### src/rtl/rrts_pkg.sv
package rrts_pkg;

  localparam int SLOTS_DEF    = 16;

  localparam int FUNC_W       = 2;
  localparam int SLOT_FIELD_W = 4;
  localparam int TID_W        = 32;
  localparam int STATUS_W     = 2;

  localparam int IN_FIELDS_W  = FUNC_W + SLOT_FIELD_W + 1;
  localparam int IN_DATA_W    = ((IN_FIELDS_W + 7) / 8) * 8;
  localparam int OUT_FIELDS_W = STATUS_W + SLOT_FIELD_W + TID_W + 1 + SLOT_FIELD_W + 1;
  localparam int OUT_DATA_W   = ((OUT_FIELDS_W + 7) / 8) * 8;
  localparam int OUT_PAD_W    = OUT_DATA_W - OUT_FIELDS_W;

  localparam logic [FUNC_W-1:0] FUNC_CREATE  = 2'd0;
  localparam logic [FUNC_W-1:0] FUNC_DESTROY = 2'd1;
  localparam logic [FUNC_W-1:0] FUNC_YIELD   = 2'd2;

  localparam logic [STATUS_W-1:0] STATUS_OK       = 2'd0;
  localparam logic [STATUS_W-1:0] STATUS_NO_SLOT  = 2'd1;
  localparam logic [STATUS_W-1:0] STATUS_NO_FRAME = 2'd2;
  localparam logic [STATUS_W-1:0] STATUS_EMPTY    = 2'd3;

  // controller -> datapath
  typedef struct packed {
    logic load_item;
    logic scan_inc;
    logic create_commit;
    logic no_slot;
    logic walk_start;
    logic walk_adv;
    logic unlink;
    logic rd_head;
    logic yield_empty;
    logic yield_commit;
    logic out_load;
  } rrts_cmd_t;

  // datapath -> controller
  typedef struct packed {
    logic in_create;
    logic in_destroy;
    logic in_yield;
    logic scan_dead;
    logic scan_last;
    logic dest_live;
    logic walk_hit;
    logic queue_empty;
    logic out_free;
  } rrts_sts_t;

endpackage

### src/rtl/rrts_ram.sv
module rrts_ram #(
  parameter int WIDTH = 8,
  parameter int DEPTH = 16
) (
  input  logic                     clk,
  input  logic                     we,
  input  logic [$clog2(DEPTH)-1:0] waddr,
  input  logic [WIDTH-1:0]         wdata,
  input  logic [$clog2(DEPTH)-1:0] raddr,
  output logic [WIDTH-1:0]         rdata
);

  logic [WIDTH-1:0] mem [DEPTH];

  always_ff @(posedge clk) begin
    if (we) begin
      mem[waddr] <= wdata;
    end
    rdata <= mem[raddr];
  end

endmodule

### src/rtl/rrts_ctrl.sv
module rrts_ctrl (
  input  logic                clk,
  input  logic                rst_n,
  input  logic                in_tvalid,
  output logic                in_tready,
  input  rrts_pkg::rrts_sts_t sts,
  output rrts_pkg::rrts_cmd_t cmd
);

  import rrts_pkg::*;

  typedef enum logic [7:0] {
    S_IDLE     = 8'b0000_0001,
    S_SCAN     = 8'b0000_0010,
    S_DEST     = 8'b0000_0100,
    S_WALK_RD  = 8'b0000_1000,
    S_WALK_CHK = 8'b0001_0000,
    S_YIELD    = 8'b0010_0000,
    S_YIELD_RD = 8'b0100_0000,
    S_DONE     = 8'b1000_0000
  } rrts_state_t;

  rrts_state_t state_r, state_nxt;

  assign in_tready = (state_r == S_IDLE);

  always_comb begin
    state_nxt = state_r;
    cmd       = '0;
    case (state_r)
      S_IDLE: begin
        if (in_tvalid) begin
          cmd.load_item = 1'b1;
          if (sts.in_create) begin
            state_nxt = S_SCAN;
          end else if (sts.in_destroy) begin
            state_nxt = S_DEST;
          end else if (sts.in_yield) begin
            state_nxt = S_YIELD;
          end else begin
            state_nxt = S_DONE;
          end
        end
      end
      S_SCAN: begin
        if (sts.scan_dead) begin
          cmd.create_commit = 1'b1;
          state_nxt         = S_DONE;
        end else if (sts.scan_last) begin
          cmd.no_slot = 1'b1;
          state_nxt   = S_DONE;
        end else begin
          cmd.scan_inc = 1'b1;
        end
      end
      S_DEST: begin
        if (sts.dest_live) begin
          cmd.walk_start = 1'b1;
          state_nxt      = S_WALK_RD;
        end else begin
          state_nxt = S_DONE;
        end
      end
      S_WALK_RD: begin
        state_nxt = S_WALK_CHK;
      end
      S_WALK_CHK: begin
        if (sts.walk_hit) begin
          cmd.unlink = 1'b1;
          state_nxt  = S_DONE;
        end else begin
          cmd.walk_adv = 1'b1;
          state_nxt    = S_WALK_RD;
        end
      end
      S_YIELD: begin
        if (sts.queue_empty) begin
          cmd.yield_empty = 1'b1;
          state_nxt       = S_DONE;
        end else begin
          cmd.rd_head = 1'b1;
          state_nxt   = S_YIELD_RD;
        end
      end
      S_YIELD_RD: begin
        cmd.yield_commit = 1'b1;
        state_nxt        = S_DONE;
      end
      S_DONE: begin
        if (sts.out_free) begin
          cmd.out_load = 1'b1;
          state_nxt    = S_IDLE;
        end
      end
      default: begin
        state_nxt = S_IDLE;
      end
    endcase
  end

  always_ff @(posedge clk) begin
    if (!rst_n) begin
      state_r <= S_IDLE;
    end else begin
      state_r <= state_nxt;
    end
  end

endmodule

### src/rtl/rrts_dp.sv
module rrts_dp #(
  parameter int SLOTS = rrts_pkg::SLOTS_DEF
) (
  input  logic                           clk,
  input  logic                           rst_n,
  input  logic [rrts_pkg::IN_DATA_W-1:0] in_tdata,
  output logic [rrts_pkg::OUT_DATA_W-1:0] out_tdata,
  output logic                           out_tvalid,
  input  logic                           out_tready,
  input  rrts_pkg::rrts_cmd_t            cmd,
  output rrts_pkg::rrts_sts_t            sts
);

  import rrts_pkg::*;

  localparam int SW    = $clog2(SLOTS);
  localparam int CW    = $clog2(SLOTS + 1);
  localparam int SWX   = (SW > SLOT_FIELD_W) ? SW : SLOT_FIELD_W;
  localparam int CMP_W = SWX + 1;

  // input fields
  logic [FUNC_W-1:0]       in_func;
  logic [SLOT_FIELD_W-1:0] in_dslot;
  logic                    in_frame;

  assign in_func  = in_tdata[FUNC_W-1:0];
  assign in_dslot = in_tdata[FUNC_W +: SLOT_FIELD_W];
  assign in_frame = in_tdata[FUNC_W + SLOT_FIELD_W];

  // item and walk registers
  logic [SLOT_FIELD_W-1:0] dslot_r, dslot_nxt;
  logic                    frame_r, frame_nxt;
  logic [SW-1:0]           scan_r, scan_nxt;
  logic [SW-1:0]           cur_r, cur_nxt;
  logic [SW-1:0]           prev_r, prev_nxt;
  logic                    have_prev_r, have_prev_nxt;

  // scheduler state
  logic [SLOTS-1:0]        alive_r, alive_nxt;
  logic [SW-1:0]           head_r, head_nxt;
  logic [SW-1:0]           tail_r, tail_nxt;
  logic [CW-1:0]           count_r, count_nxt;
  logic [TID_W-1:0]        next_id_r, next_id_nxt;
  logic [SW-1:0]           run_slot_r, run_slot_nxt;
  logic                    run_valid_r, run_valid_nxt;

  // result being built, and the output register
  logic [STATUS_W-1:0]     res_status_r, res_status_nxt;
  logic [SLOT_FIELD_W-1:0] res_slot_r, res_slot_nxt;
  logic [TID_W-1:0]        res_tid_r, res_tid_nxt;
  logic                    res_sw_r, res_sw_nxt;
  logic [OUT_DATA_W-1:0]   out_data_r, out_data_nxt;
  logic                    out_valid_r, out_valid_nxt;

  // memories
  logic                    link_we;
  logic [SW-1:0]           link_waddr;
  logic [SW-1:0]           link_wdata;
  logic [SW-1:0]           link_raddr;
  logic [SW-1:0]           link_rdata;
  logic                    tid_we;
  logic [TID_W-1:0]        tid_rdata;

  // slot index <-> 4-bit field
  logic [SWX-1:0]          dslot_ext;
  logic [SWX-1:0]          scan_ext;
  logic [SWX-1:0]          head_ext;
  logic [SWX-1:0]          run_ext;
  logic [SW-1:0]           dslot_idx;
  logic                    dslot_in_range;
  logic                    yield_switch;

  assign dslot_ext      = SWX'(dslot_r);
  assign scan_ext       = SWX'(scan_r);
  assign head_ext       = SWX'(head_r);
  assign run_ext        = SWX'(run_slot_r);
  assign dslot_idx      = dslot_ext[SW-1:0];
  assign dslot_in_range = CMP_W'(dslot_r) < CMP_W'(SLOTS);
  assign yield_switch   = !run_valid_r || (run_slot_r != head_r);

  assign link_raddr = cmd.rd_head ? head_r : cur_r;

  rrts_ram #(
    .WIDTH(SW),
    .DEPTH(SLOTS)
  ) u_link_ram (
    .clk  (clk),
    .we   (link_we),
    .waddr(link_waddr),
    .wdata(link_wdata),
    .raddr(link_raddr),
    .rdata(link_rdata)
  );

  rrts_ram #(
    .WIDTH(TID_W),
    .DEPTH(SLOTS)
  ) u_tid_ram (
    .clk  (clk),
    .we   (tid_we),
    .waddr(scan_r),
    .wdata(next_id_r),
    .raddr(head_r),
    .rdata(tid_rdata)
  );

  always_comb begin
    sts.in_create   = (in_func == FUNC_CREATE);
    sts.in_destroy  = (in_func == FUNC_DESTROY);
    sts.in_yield    = (in_func == FUNC_YIELD);
    sts.scan_dead   = !alive_r[scan_r];
    sts.scan_last   = (scan_r == SW'(SLOTS - 1));
    sts.dest_live   = dslot_in_range && alive_r[dslot_idx];
    sts.walk_hit    = (cur_r == dslot_idx);
    sts.queue_empty = (count_r == '0);
    sts.out_free    = !out_valid_r || out_tready;
  end

  always_comb begin
    dslot_nxt      = dslot_r;
    frame_nxt      = frame_r;
    scan_nxt       = scan_r;
    cur_nxt        = cur_r;
    prev_nxt       = prev_r;
    have_prev_nxt  = have_prev_r;
    alive_nxt      = alive_r;
    head_nxt       = head_r;
    tail_nxt       = tail_r;
    count_nxt      = count_r;
    next_id_nxt    = next_id_r;
    run_slot_nxt   = run_slot_r;
    run_valid_nxt  = run_valid_r;
    res_status_nxt = res_status_r;
    res_slot_nxt   = res_slot_r;
    res_tid_nxt    = res_tid_r;
    res_sw_nxt     = res_sw_r;
    out_data_nxt   = out_data_r;
    out_valid_nxt  = out_valid_r;
    link_we        = 1'b0;
    link_waddr     = scan_r;
    link_wdata     = head_r;
    tid_we         = 1'b0;

    if (cmd.load_item) begin
      dslot_nxt      = in_dslot;
      frame_nxt      = in_frame;
      scan_nxt       = '0;
      res_status_nxt = STATUS_OK;
      res_slot_nxt   = (in_func == FUNC_DESTROY) ? in_dslot : '0;
      res_tid_nxt    = '0;
      res_sw_nxt     = 1'b0;
    end

    if (cmd.scan_inc) begin
      scan_nxt = scan_r + 1'b1;
    end

    if (cmd.create_commit) begin
      if (frame_r) begin
        // new thread goes in at the head of the queue
        tid_we            = 1'b1;
        link_we           = 1'b1;
        link_waddr        = scan_r;
        link_wdata        = head_r;
        alive_nxt[scan_r] = 1'b1;
        head_nxt          = scan_r;
        if (count_r == '0) begin
          tail_nxt = scan_r;
        end
        count_nxt    = count_r + 1'b1;
        next_id_nxt  = next_id_r + 1'b1;
        res_slot_nxt = scan_ext[SLOT_FIELD_W-1:0];
        res_tid_nxt  = next_id_r;
      end else begin
        res_status_nxt = STATUS_NO_FRAME;
      end
    end

    if (cmd.no_slot) begin
      res_status_nxt = STATUS_NO_SLOT;
    end

    if (cmd.walk_start) begin
      cur_nxt       = head_r;
      have_prev_nxt = 1'b0;
    end

    if (cmd.walk_adv) begin
      prev_nxt      = cur_r;
      have_prev_nxt = 1'b1;
      cur_nxt       = link_rdata;
    end

    if (cmd.unlink) begin
      // link_rdata holds the successor of the slot being removed
      if (have_prev_r) begin
        link_we    = 1'b1;
        link_waddr = prev_r;
        link_wdata = link_rdata;
      end else begin
        head_nxt = link_rdata;
      end
      if (tail_r == cur_r) begin
        tail_nxt = have_prev_r ? prev_r : '0;
      end
      count_nxt = count_r - 1'b1;
      if (count_r == CW'(1)) begin
        head_nxt = '0;
        tail_nxt = '0;
      end
      alive_nxt[cur_r] = 1'b0;
      if (run_valid_r && (run_slot_r == cur_r)) begin
        run_valid_nxt = 1'b0;
        run_slot_nxt  = '0;
      end
    end

    if (cmd.yield_empty) begin
      res_status_nxt = STATUS_EMPTY;
    end

    if (cmd.yield_commit) begin
      // rotate head to tail; a lone thread stays where it is
      if (count_r > CW'(1)) begin
        head_nxt   = link_rdata;
        link_we    = 1'b1;
        link_waddr = tail_r;
        link_wdata = head_r;
        tail_nxt   = head_r;
      end
      if (yield_switch) begin
        run_slot_nxt  = head_r;
        run_valid_nxt = 1'b1;
      end
      res_slot_nxt = head_ext[SLOT_FIELD_W-1:0];
      res_tid_nxt  = tid_rdata;
      res_sw_nxt   = yield_switch;
    end

    if (cmd.out_load) begin
      out_valid_nxt = 1'b1;
      out_data_nxt  = {{OUT_PAD_W{1'b0}}, run_valid_r, run_ext[SLOT_FIELD_W-1:0],
                       res_sw_r, res_tid_r, res_slot_r, res_status_r};
    end else if (out_tready) begin
      out_valid_nxt = 1'b0;
    end
  end

  always_ff @(posedge clk) begin
    if (!rst_n) begin
      alive_r     <= '0;
      head_r      <= '0;
      tail_r      <= '0;
      count_r     <= '0;
      next_id_r   <= TID_W'(1);
      run_slot_r  <= '0;
      run_valid_r <= 1'b0;
      out_valid_r <= 1'b0;
    end else begin
      alive_r     <= alive_nxt;
      head_r      <= head_nxt;
      tail_r      <= tail_nxt;
      count_r     <= count_nxt;
      next_id_r   <= next_id_nxt;
      run_slot_r  <= run_slot_nxt;
      run_valid_r <= run_valid_nxt;
      out_valid_r <= out_valid_nxt;
    end
  end

  always_ff @(posedge clk) begin
    dslot_r      <= dslot_nxt;
    frame_r      <= frame_nxt;
    scan_r       <= scan_nxt;
    cur_r        <= cur_nxt;
    prev_r       <= prev_nxt;
    have_prev_r  <= have_prev_nxt;
    res_status_r <= res_status_nxt;
    res_slot_r   <= res_slot_nxt;
    res_tid_r    <= res_tid_nxt;
    res_sw_r     <= res_sw_nxt;
    out_data_r   <= out_data_nxt;
  end

  assign out_tdata  = out_data_r;
  assign out_tvalid = out_valid_r;

endmodule

### src/rtl/round_robin_thread_scheduler_unit.sv
// Channel  Ports                       Fields, lowest bit first
// -------  --------------------------  ---------------------------------------------
// in       in_tvalid/in_tready/in_tdata    func[1:0] destroy_slot[5:2] frame_ok[6]
// out      out_tvalid/out_tready/out_tdata status[1:0] thread_slot[5:2]
//                                          thread_id[37:6] switched[38]
//                                          current_slot[42:39] current_valid[43]
//
// One operation at a time, each run through to its result in the output register:
// create by the one-slot-a-cycle search for the lowest dead slot;
// destroy of a live thread by a link walk from the queue head to its place;
// yield by a read of the queue head, skipped on an empty queue; other operations need no search.
// The next transfer is taken the cycle after the result loads.
// rst_n is synchronous: all slots dead, queue empty, next identifier one.
// A stalled output holds its result; a new item is accepted meanwhile but its result waits.
module round_robin_thread_scheduler_unit #(
  parameter int SLOTS = rrts_pkg::SLOTS_DEF
) (
  input  logic                            clk,
  input  logic                            rst_n,
  input  logic                            in_tvalid,
  output logic                            in_tready,
  // func, destroy_slot, frame_ok, zero pad
  input  logic [rrts_pkg::IN_DATA_W-1:0]  in_tdata,
  output logic                            out_tvalid,
  input  logic                            out_tready,
  // status, thread_slot, thread_id, switched, current_slot, current_valid, zero pad
  output logic [rrts_pkg::OUT_DATA_W-1:0] out_tdata
);

  import rrts_pkg::*;

  rrts_cmd_t cmd;
  rrts_sts_t sts;

  rrts_ctrl u_ctrl (
    .clk      (clk),
    .rst_n    (rst_n),
    .in_tvalid(in_tvalid),
    .in_tready(in_tready),
    .sts      (sts),
    .cmd      (cmd)
  );

  rrts_dp #(
    .SLOTS(SLOTS)
  ) u_dp (
    .clk       (clk),
    .rst_n     (rst_n),
    .in_tdata  (in_tdata),
    .out_tdata (out_tdata),
    .out_tvalid(out_tvalid),
    .out_tready(out_tready),
    .cmd       (cmd),
    .sts       (sts)
  );

endmodule
### config.mk
export PLATFORM = sky130hd
export DESIGN_NAME = round_robin_thread_scheduler_unit
export DESIGN_NICKNAME = d
export VERILOG_FILES = /design/src/rtl/rrts_pkg.sv /design/src/rtl/rrts_ram.sv /design/src/rtl/rrts_ctrl.sv /design/src/rtl/rrts_dp.sv /design/src/rtl/round_robin_thread_scheduler_unit.sv
export SDC_FILE = /design/constraint.sdc
export NUM_CORES = 1
export LEC_CHECK = 0
export BUFFER_PORTS_ARGS = -buffer_cell sky130_fd_sc_hd__buf_2
export CELL_PAD_IN_SITES_DETAIL_PLACEMENT = 2
export CELL_PAD_IN_SITES_GLOBAL_PLACEMENT = 2
export CORE_ASPECT_RATIO = 1.1
export CORE_MARGIN = 5
export CORE_UTILIZATION = 45
export CTS_BUF_LIST = sky130_fd_sc_hd__clkbuf_4
export CTS_CLUSTER_DIAMETER = 30
export DETAILED_ROUTE_END_ITERATION = 6
export PLACE_DENSITY_LB_ADDON = 0.1
export SYNTH_ARGS = -nofsm -noshare
export SYNTH_HDL_FRONTEND = slang
export SYNTH_SLANG_ARGS = --single-unit
### constraint.sdc
create_clock -name clk -period 15.65 [get_ports clk]
set_input_delay 1.565 -clock clk [delete_from_list [all_inputs] [get_ports clk]]
set_output_delay 1.565 -clock clk [all_outputs]
set_load 0.01 [all_outputs]
==> impl_results.md, run 1 <==
- Status: finished, final reports clean
- Register Area: approximately 22,000 um2
- Cell area after layout: 35,920 um2
- M1 WL: approximately 37,000 um
- Initial antenna violation count: 2
- Post-CTS setup buffer count: 0
- RSZ-0062 raised after global routing: false
- Main flop type after synthesis: edfxtp_1
- Synth async-reset ratio: 0%
- Pwr Density: 116.3 nW/um2
- Detail Route met2 WL: 47,690 um
- Final min period: 4.726 ns
- Post-cts gate resize count: 0
- Slew Limit Fails: 0
- ANT nets after route: 0
- CTS tree: yes
- Max-slew headroom: 21.66%
- WL final: 90,350 um
- Fin Hold WS: 0.4293 ns
- Clk sinks: 788
- Number of distinct library cells after synthesis: 87
- Inserted Clock Buffers: 206
- Min-Delay Path Class: reg -> reg
- CP arrival: 5.35 ns
- Hold Startpoint: u_dp.res_tid_r[4]
- Layout cells sized above 1: 31.86%
- Largest net degree at the start of global routing: 67
- 1st-pass router iterations: 5
- Clk slew on worst S/H paths: 0.07 ns
- Starting Density: 45.32%
- Gpl congestion: 0.7556
- Core Area: 70,320 um2
- Die width: 263.7 um
- Mean Syn Cell Area: 17.42 um2
- Die H: slightly below 300 um
- Crit path kind: reg -> reg
- Via count: 18,300
- Gr usage total: 23.75%
- Root Buffer: clkbuf_4
- Crit path from: u_dp.scan_ext[1]
- Final setup vio count: 0
- Crit. End Element: flip-flop
- CP Launch Type: flip-flop
- Routed len/inst: 28.83 um
- Setup Skew: roughly 0.074 ns
- Area delta synth->final: 12.71%
- Tightest Pin Transition: 1.167 ns
- Dpl cell area: 33,110 um2
- Multi-input gate area: 9110 um2
- Critical R2R Launch: u_dp.scan_ext[1]
- Final hold vios: 0
- R2r setup slk: ~11 ns
- Post-synthesis cell area: around 32,000 um2
- Vias in the first global route: around 21,000
- Via density: around 5.8
- Warnings, synthesis: 0
- H-tree levels: 4
- Fillers: 6,377
- Nets@finish: 2,038
- Max Cap Viol: 0
- Maximum net fanout on the critical path: 53
- First-pass GRT wire length: 134,600 um
- Die ar.: 76,240 um2
- Fmax achieved: 211.6 MHz
- EDFF count, synth: approximately 640
- Gr ovfl total: 0
- Leakage: 11.93 nW
- Peak supply drop: between 0.00006 and 0.00007 V
- Quantity of I/O buffers inserted on ports: 56
- Num rows: 102
- Post-route clock period utilization: 30.20%
- Boundary Pins: 62
- Initial drt markers: 1,362
- Met3 routed wirelength: between 3000 and 4000 um
- Sequential area share after synthesis: 69.54%
- Register bit total from synthesis: around 800
- CTS Buffer Depth: 3
- DRC: 0
- Crit path required time: 16.27 ns
- Setup_tns: 0 ns
- Highest Signal Layer: met4
- Clock latency on the worst-skew pair: approximately 1.0 ns
- Cts hold-fix bufs: 0
- Syn Inst Count: approximately 1,800
- HPWL after DPL: roughly 50,000 um
-- where the power goes --
group	leakage (nW)	switching (mW)	total, mW	internal (mW)
Sequential	7.05	0.0109	2.25	2.24
Clock	1.67	0.890	1.88	0.993
Combinational	3.22	0.0304	0.0460	0.0156
Total	11.9	0.932	4.18	3.25
-- state kept, by name, summed over array words and instances (netlist names), 5 cells and up --
name,flops
u_ctrl.state_r,8
u_dp.alive_r,16
u_dp.count_r,5
u_dp.next_id_r,32
u_dp.out_tdata,44
u_dp.res_tid_r,32
u_dp.u_link_ram.mem,64
u_dp.u_tid_ram.mem,512
u_dp.u_tid_ram.rdata,32
-- layout make-up --
class                           count  share of cell area [%]
Sequential cell                   788                   61.74
Clock inverter                     72                   1.202
Multi-Input combinational cell    906                   25.36
Antenna cell                        1                0.006967
Timing Repair Buffer               97                   1.637
Inverter                           18                  0.1881
Tap cell                          936                   3.261
Clock buffer                      316                   6.605
-- cell usage after synthesis (5+ instances only) --
library cell    n  area (um2)
edfxtp_1      638       19160
mux4_2        173        3896
dfxtp_1       150        3003
nor2_1        100       375.4
mux2i_1        94       940.9
clkbuf_1       56       210.2
a21oi_1        52       260.3
nand2_1        47       176.4
nor3_1         40       200.2
a31oi_1        37       231.5
buf_2          33       165.2
nor3b_1        32       240.2
xnor2_1        32       280.3
nand3_1        28       140.1
nor4_1         27       168.9
o21ai_0        19       95.09
mux2_2         18       202.7
inv_1          17       63.81
buf_1          15       56.30
nand4_1        14       87.58
xor2_1         13       113.9
and3_1         12       75.07
o221a_2        11       123.9
ha_1            9       112.6
nand2b_1        9       56.30
a22oi_1         8       60.06
or3_1           7       43.79
and2_1          6       37.54
and4_1          6       52.55
buf_4           6       45.04
mux2_1          6       67.56
nor2b_1         6       37.54
nor4b_1         6       52.55
buf_6           5       56.30
o41ai_1         5       43.79
-- through the flow --
| step | worst slack (ns) | total power, mW | cells | utilization (%) |
|---|---|---|---|---|
| after floorplan | 10.24 | 2.324 | 1832 | - |
| after global placement | 11.12 | 2.339 | 2745 | 47.09 |
| after detailed placement | 11.05 | 2.341 | 2745 | 47.09 |
| after CTS | 10.96 | 4.240 | 3133 | 51.07 |
| after global routing | 10.81 | 4.369 | 3134 | 51.08 |
| final | 10.92 | 4.178 | 3134 | 51.08 |
-- per-layer routing --
layer / global-route usage [%] / up-vias
met1: 29.48 / 9785
li1: - / 7873
met3: 4.340 / 150
met2: 42.44 / 496
met5: 0 / -
met4: 7.855 / 0
-- cells by family (layout without fill, tap and decap cells) --
kind of cell | Yosys count | in the layout | synth area share [%]
flip-flops | 788 | 788 | 69.54
AND/OR/NAND/NOR | 371 | 371 | 6.647
multiplexers | 295 | 295 | 16.24
AO/OA/AOI/OAI | 182 | 182 | 3.852
buffers and inverters | 138 | 503 | 2.120
XOR/XNOR | 45 | 45 | 1.237
adder cells (fa/ha/maj) | 9 | 9 | 0.3534
other | 1 | 5 | 0.01177
-- path summary, 6_finish.rpt --
kind,end,depth (start not counted)
min,u_dp.out_tdata[10],0
max reg2reg,u_dp.u_link_ram.mem[9][2],7
min reg2reg,u_dp.out_tdata[10],0
max,u_dp.u_link_ram.mem[9][2],7
-- placed cells by master, fill, tap and decap left out, types with 7 or more instances in the layout --
cell type | synthesis | layout
edfxtp_1 | 638 | 638
xnor2_1 | 32 | 32
buf_2 | 33 | 56
a31oi_1 | 37 | 37
nor2_1 | 100 | 99
clkinv_2 | 0 | 17
ha_1 | 9 | 9
nand3_1 | 28 | 27
nor3b_1 | 32 | 32
mux4_2 | 173 | 173
mux2i_1 | 94 | 94
a22oi_1 | 8 | 8
o21ai_0 | 19 | 18
inv_1 | 17 | 17
or3_1 | 7 | 7
nor4_1 | 27 | 27
a21oi_1 | 52 | 52
xor2_1 | 13 | 13
buf_4 | 6 | 41
mux2_2 | 18 | 18
nor3_1 | 40 | 40
o221a_2 | 11 | 11
and3_1 | 12 | 9
dfxtp_1 | 150 | 146
nand4_1 | 14 | 14
nand2_1 | 47 | 46
clkinv_1 | 0 | 41
clkbuf_4 | 0 | 316
nand2b_1 | 9 | 9
-- worst max-delay path, cell delays in order, from the launching register on --
cell and delay (ns):
edfxtp_1 1.00, mux2i_1 0.27, mux4_2 0.35, mux2i_4 0.24, buf_4 0.48, o41ai_1 0.64, or3b_4 0.49, nor3_1 0.73
Power figures use the tool's default switching activity.
==> run 2: changes to the inputs <==
Clock period 15.65 ns to 4.5 ns, I/O delays scaled along.
==> run 2 against run 1 <==
Flip-flop and latch count stayed put. Wire length is 0.38% higher. Largest power group unchanged. Clock skew decreased by 0.0055 ns. Register-to-register slack got worse by 10 ns.
==> impl_results.md, run 2 (same netlist as run 1, synthesis figures left out) <==
- Dpl cell area: 33,450 um2 (was 33,110 um2)
- DRC: 0 (unchanged)
- Initial antenna violation count: 1 (was 2)
- Max-slew headroom: 22.13% (was 21.66%)
- Gr usage total: 23.96% (was 23.75%)
- Multi-input gate area: 9110 um2 (unchanged)
- Starting Density: 45.32% (unchanged)
- Clock latency on the worst-skew pair: 1.02 ns (was 1.04 ns)
- Max Cap Viol: 0 (unchanged)
- Die ar.: 76,240 um2 (unchanged)
- Root Buffer: clkbuf_4 (unchanged)
- Most frequent cells in the layout: edfxtp_1, clkbuf_4, mux4_2 (unchanged)
- Leakage: 12.24 nW (was 11.93 nW)
- Layout cells sized above 1: 32.57% (was 31.86%)
- CP Launch Type: flip-flop (unchanged)
- Final hold vios: 0 (unchanged)
- CP arrival: 4.35 ns (was 5.35 ns)
- Pwr Density: 411.6 nW/um2 (was 116.3 nW/um2)
- Clk sinks: 788 (unchanged)
- Layout Utilization: 52.04% (was 51.08%)
- ANT nets after route: 0 (unchanged)
- Gpl congestion: 0.8319 (was 0.7556)
- Nets@finish: 2,073 (was 2,038)
- 1st-pass router iterations: 5 (unchanged)
- HPWL after DPL: 49,810 um (was 49,830 um)
- Post-route clock period utilization: 82.16% (was 30.20%)
- Post-CTS setup buffer count: 0 (unchanged)
- Setup Skew: 0.06854 ns (was 0.07399 ns)
- Largest net degree at the start of global routing: 103 (was 67)
- CTS Buffer Depth: 3 (unchanged)
- Status: finished, final reports clean (unchanged)
- Cell area after layout: 36,590 um2 (was 35,920 um2)
- Clk slew on worst S/H paths: 0.07 ns (about the same)
- Via density: 5.835 (was 5.840)
- First-pass GRT wire length: 136,300 um (was 134,600 um)
- Quantity of I/O buffers inserted on ports: 56 (unchanged)
- Slew Limit Fails: 0 (unchanged)
- Die width: 263.7 um (unchanged)
- Die H: 289.1 um (unchanged)
- Boundary Pins: 62 (unchanged)
- Crit path kind: reg -> reg (unchanged)
- Placement Setup Slack: 0.8648 ns (was 11.05 ns)
- Fmax achieved: 270.5 MHz (was 211.6 MHz)
- Maximum net fanout on the critical path: 21 (was 53)
- Most common cell after layout, fill and taps aside: edfxtp_1 (unchanged)
- Area delta synth->final: 14.83% (was 12.71%)
- Final setup vio count: 0 (unchanged)
- Peak supply drop: 0.0002950 V (was 0.00006071 V)
- Num rows: 102 (unchanged)
- Min-Delay Path Class: in -> reg (was reg -> reg)
- Register Area: 22,170 um2 (unchanged)
- Biggest register: u_dp.u_tid_ram.mem (unchanged)
- Post-cts gate resize count: 0 (unchanged)
- Core Area: 70,320 um2 (unchanged)
- Final WS setup: 0.8026 ns (was 10.92 ns)
- Final min period: 3.697 ns (was 4.726 ns)
- Max reg flops: 512 (unchanged)
- Fillers: 6,290 (was 6,377)
- Tightest Pin Transition: 1.157 ns (was 1.167 ns)
- Initial drt markers: 1,075 (was 1,362)
- Crit. End Element: flip-flop (unchanged)
- Inserted Clock Buffers: 205 (was 206)
- Gr ovfl total: 0 (unchanged)
- RSZ-0062 raised after global routing: false (unchanged)
- CTS tree: yes (unchanged)
- Routed len/inst: 28.68 um (was 28.83 um)
- H-tree levels: 4 (unchanged)
- Crit path required time: 5.15 ns (was 16.27 ns)
- Via count: 18,460 (was 18,300)
- Vias in the first global route: 21,030 (was 20,660)
- WL final: 90,700 um (was 90,350 um)
==> run 2: changes by cell type in the layout (fill, tap and decap cells not counted), sizes merged <==
cell	delta
buf	+24
bufinv	+9
clkbuf	+1
clkinv	-18
clkinvlp	-2
dlygate4sd3	+12
inv	+3
==> run 2: cell type report <==
class	count	share of cell area [%]
sequential	788	60.60
multi-input combinational	906	24.90
clock buffer	317	6.504
tap	936	3.201
timing repair buffer	133	2.872
clock inverter	64	1.737
inverter	18	0.1846
antenna	1	0.006839
==> run 2: repair_timing <==
action	in CTS	in global routing
endpoints found under the hold margin	26	0
hold buffers	12	0
endpoints found under the setup margin	0	0
==> run 2: critical path: stages, from the launching register on <==
cell and delay (ns):
edfxtp_1 0.96, mux2_1 0.38, mux4_2 0.56, nor3_1 0.46
and3_2 0.67, buf_12 0.30
==> run 2: where the power goes <==
| part | switching [mW] | leakage, nW | internal (mW) |
|---|---|---|---|
| Combinational | 0.117 | 3.43 | 0.0630 |
| Sequential | 0.0299 | 7.05 | 7.78 |
| Clock | 3.09 | 1.76 | 3.98 |
==> run 2: layer usage <==
layer | GRT usage, % | wire, um | up-vias
met2 | 42.67 | 48000 | 555
met4 | 7.660 | 2057 | 0
li1 | - | - | 7932
met5 | 0 | 0 | -
met3 | 4.782 | 4057 | 143
met1 | 29.72 | 36590 | 9825
==> run 2: final timing paths <==
check | slack (ns) | start | to | cells past startpoint
worst max-delay path | 0.80 | u_dp.scan_ext[1] | u_dp.u_tid_ram.mem[13][14] | 5
worst min-delay path | 0.16 | in_tdata[6] | u_dp.frame_r | 2
worst max register to register | 0.80 | u_dp.scan_ext[1] | u_dp.u_tid_ram.mem[13][14] | 5
worst min register to register | 0.44 | u_dp.res_slot_r[2] | u_dp.out_tdata[4] | 0
==> run 2: stage by stage <==
stage / hold WS (ns) / power, mW / setup TNS [ns] / std cells
2_1_floorplan: 0.4003 / 8.084 / -101.74 / 1832
3_3_place_gp: 0.4138 / 8.141 / 0 / 2769
3_5_place_dp: 0.4135 / 8.148 / 0 / 2769
4_1_cts: 0.008628 / 15.28 / 0 / 3162
5_1_grt: 0.04516 / 15.71 / 0 / 3163
6_report: 0.1596 / 15.06 / 0 / 3163
==> run 3: changes to the inputs <==
Settings changed: ABC_AREA set to 1, CORE_UTILIZATION 45 to 40.
Clock period 4.5 ns to 3.4 ns, I/O delays scaled along.
==> run 3 against run 2 <==
Clock power up 27%. Critical path type unchanged. Largest power group unchanged. Sequential power up 33%. Highest routed layer unchanged. Clock-buffer cell count up 14. Clock skew up 0.0066 ns.
==> impl_results.md, run 3 <==
- Setup_tns: 0 ns (unchanged)
- R2r setup slk: 0.21 ns (was 0.80 ns)
- Clk slew on worst S/H paths: 0.07 ns (about the same)
- Crit. End Element: flip-flop (unchanged)
- Critical R2R Launch: u_dp.scan_ext[0] (was u_dp.scan_ext[1])
- Mean Syn Cell Area: 11.20 um2 (was 17.42 um2)
- Boundary Pins: 62 (unchanged)
- Slew Limit Fails: 0 (unchanged)
- Most frequent cells after synthesis: edfxtp_1, nand2_1, nor2_1 (was edfxtp_1, mux4_2, dfxtp_1)
- CTS Buffer Depth: 3 (unchanged)
- Starting Density: 40.15% (was 45.32%)
- Area delta synth->final: 15.95% (was 14.83%)
- CTS tree: yes (unchanged)
- Tightest Pin Transition: 0.9568 ns (was 1.157 ns)
- Clk sinks: 788 (unchanged)
- CP arrival: 3.87 ns (was 4.35 ns)
- Cell area after layout: 37,210 um2 (was 36,590 um2)
- Warnings, synthesis: 0 (unchanged)
- Clock latency on the worst-skew pair: 1.10 ns (was 1.02 ns)
- Hold worst-path end: u_ctrl.state_r[1] (was u_dp.frame_r)
- Via density: 5.485 (was 5.835)
- Post-route clock period utilization: 93.87% (was 82.16%)
- Die width: 280.1 um (was 263.7 um)
- 1st-pass router iterations: 5 (unchanged)
- Initial antenna violation count: 2 (was 1)
- H-tree levels: 4 (unchanged)
- Pwr Density: 538.4 nW/um2 (was 411.6 nW/um2)
- Max Cap Viol: 0 (unchanged)
- Max reg flops: 512 (unchanged)
- WL final: 109,000 um (was 90,700 um)
- Layout Utilization: 46.56% (was 52.04%)
- Leakage: 13.68 nW (was 12.24 nW)
- Layout cells sized above 1: 17.81% (was 32.57%)
- Gr ovfl total: 0 (unchanged)
- RSZ-0062 raised after global routing: false (unchanged)
- Most frequent cell after synthesis: edfxtp_1 (unchanged)
- Quantity of I/O buffers inserted on ports: 56 (unchanged)
- Core Area: 79,920 um2 (was 70,320 um2)
- Maximum net fanout on the critical path: 19 (was 21)
- Final setup vio count: 0 (unchanged)
- Main flop type after synthesis: edfxtp_1 (unchanged)
- Hold Startpoint: in_tdata[0] (was in_tdata[6])
- Placement Setup Slack: 0.3153 ns (was 0.8648 ns)
- Post-synthesis cell area: 32,090 um2 (was 31,870 um2)
- Post-synth top area cell: edfxtp_1 (unchanged)
- Crit path kind: reg -> reg (unchanged)
- Die H: 307.1 um (was 289.1 um)
- Reg-to-reg endpoint: u_dp.u_tid_ram.mem[10][13] (was u_dp.u_tid_ram.mem[13][14])
- Via count: 23,760 (was 18,460)
- ANT nets after route: 0 (unchanged)
- Most common cell after layout, fill and taps aside: edfxtp_1 (unchanged)
- CP Launch Type: flip-flop (unchanged)
- Final WS setup: 0.2084 ns (was 0.8026 ns)
- Worst Hold Depth: 7 (was 2)
- Root Buffer: clkbuf_4 (unchanged)
- Die ar.: 85,990 um2 (was 76,240 um2)
- DRC: 0 (unchanged)
- Routed len/inst: 25.17 um (was 28.68 um)
- Most frequent cells in the layout: edfxtp_1, nand2_1, nor2_1 (was edfxtp_1, clkbuf_4, mux4_2)
- HPWL after DPL: 65,120 um (was 49,810 um)
- Synth async-reset ratio: 0% (unchanged)
- Setup Skew: 0.07514 ns (was 0.06854 ns)
- Synth area leaders: edfxtp_1, dfxtp_1, nand2_1 (was edfxtp_1, mux4_2, dfxtp_1)
- Dpl cell area: 34,030 um2 (was 33,450 um2)
- Nets@finish: 3,111 (was 2,073)
- Fmax achieved: 313.3 MHz (was 270.5 MHz)
- EDFF count, synth: 638 (unchanged)
- Final min period: 3.192 ns (was 3.697 ns)
- Vias in the first global route: 26,730 (was 21,030)
- Register bit total from synthesis: 788 (unchanged)
- Final hold vios: 0 (unchanged)
- First-pass GRT wire length: 164,000 um (was 136,300 um)
- Sequential area share after synthesis: 69.06% (was 69.54%)
- Reg2reg path depth: 12 (was 5)
- Number of distinct library cells after synthesis: 43 (was 87)
- Status: finished, final reports clean (unchanged)
- Gr usage total: 25.13% (was 23.96%)
- Largest net degree at the start of global routing: 137 (was 103)
- Max-slew headroom: 36.21% (was 22.13%)
- Num rows: 109 (was 102)
- Min-Delay Path Class: in -> reg (unchanged)
- Initial drt markers: 1,515 (was 1,075)
- Peak supply drop: 0.0002679 V (was 0.0002950 V)
- Syn Inst Count: 2,864 (was 1,829)
- Inserted Clock Buffers: 213 (was 205)
- Post-synth top area share: 59.70% (was 60.12%)
- Crit path required time: 4.08 ns (was 5.15 ns)
- Gpl congestion: 0.8311 (was 0.8319)
- Biggest register: u_dp.u_tid_ram.mem (unchanged)
## run 3: metrics by stage
step                std cells  total power [mW]  hold slack (ns)
CTS                      4325             20.29           0.1314
finish                   4332             20.03           0.2774
global route             4332             20.89           0.2263
global placement         3906             11.21           0.4054
detailed placement       3906             11.24           0.4071
floorplan                2867             10.98           0.4003
## run 3: worst max-delay path, stage by stage (launching register included)
cell and delay, ns:
edfxtp_1 0.40, inv_1 0.39, nand2_1 0.12, nand3_1 0.09, nand2_1 0.06, nand2_1 0.06, nand2_1 0.09, nor2_4 0.14
nand2_2 0.19, nor2_4 0.33, nand2_1 0.31, nor2_4 0.17, buf_4 0.39
## run 3: cell type report
class	count	area (um2)
Fill cell	8184	42710
Sequential cell	788	22170
Multi-Input combinational cell	1774	8822
Clock buffer	331	2485
Timing Repair Buffer	184	1444
Tap cell	1054	1319
Inverter	128	490.5
Clock inverter	67	455.4
Antenna cell	5	12.51
Timing Repair inverter	1	5.005
## run 3: repair_timing
item	CTS	global route
endpoints found under the hold margin	85	0
hold buffers	21	0
gates resized for setup	0	1
setup endpoints to repair	0	1
buffers inserted	0	1
## run 3: how the worst max path moves through the flow
stage                      from                          to  slack, ns  cells after the start
3_3_place_gp   u_dp.scan_ext[0]   u_dp.u_tid_ram.mem[2][19]       0.36                     12
4_1_cts        u_dp.scan_ext[0]   u_dp.u_tid_ram.mem[1][13]       0.25                     12
2_1_floorplan  u_dp.scan_ext[0]    u_dp.u_tid_ram.mem[7][0]       0.09                     13
3_5_place_dp   u_dp.scan_ext[0]   u_dp.u_tid_ram.mem[4][19]       0.32                     12
6_report       u_dp.scan_ext[0]  u_dp.u_tid_ram.mem[10][13]       0.21                     12
5_1_grt        u_dp.scan_ext[0]   u_dp.u_tid_ram.mem[1][25]       0.02                     12
## run 3: report_power, final
part	total (mW)	internal [mW]	switching, mW
logic	0.638	0.181	0.457
clock network	8.97	4.84	4.14
registers	10.4	10.4	0.0588
total	20.0	15.4	4.65
## run 3: layer usage
layer	routed length [um]	track usage, %
met5	0	0
met4	2319	7.965
met3	3854	4.062
met2	56690	45.14
met1	46160	31.07
## run 3: logic make-up after synthesis
kind of cell             Yosys count  synth area share (%)
adder cells (fa/ha/maj)            9                0.3509
XOR/XNOR                          33                0.9007
other                              1               0.01169
buffers and inverters            305                 3.880
AND/OR/NAND/NOR                 1106                 14.10
AO/OA/AOI/OAI                    622                 11.70
flip-flops                       788                 69.06
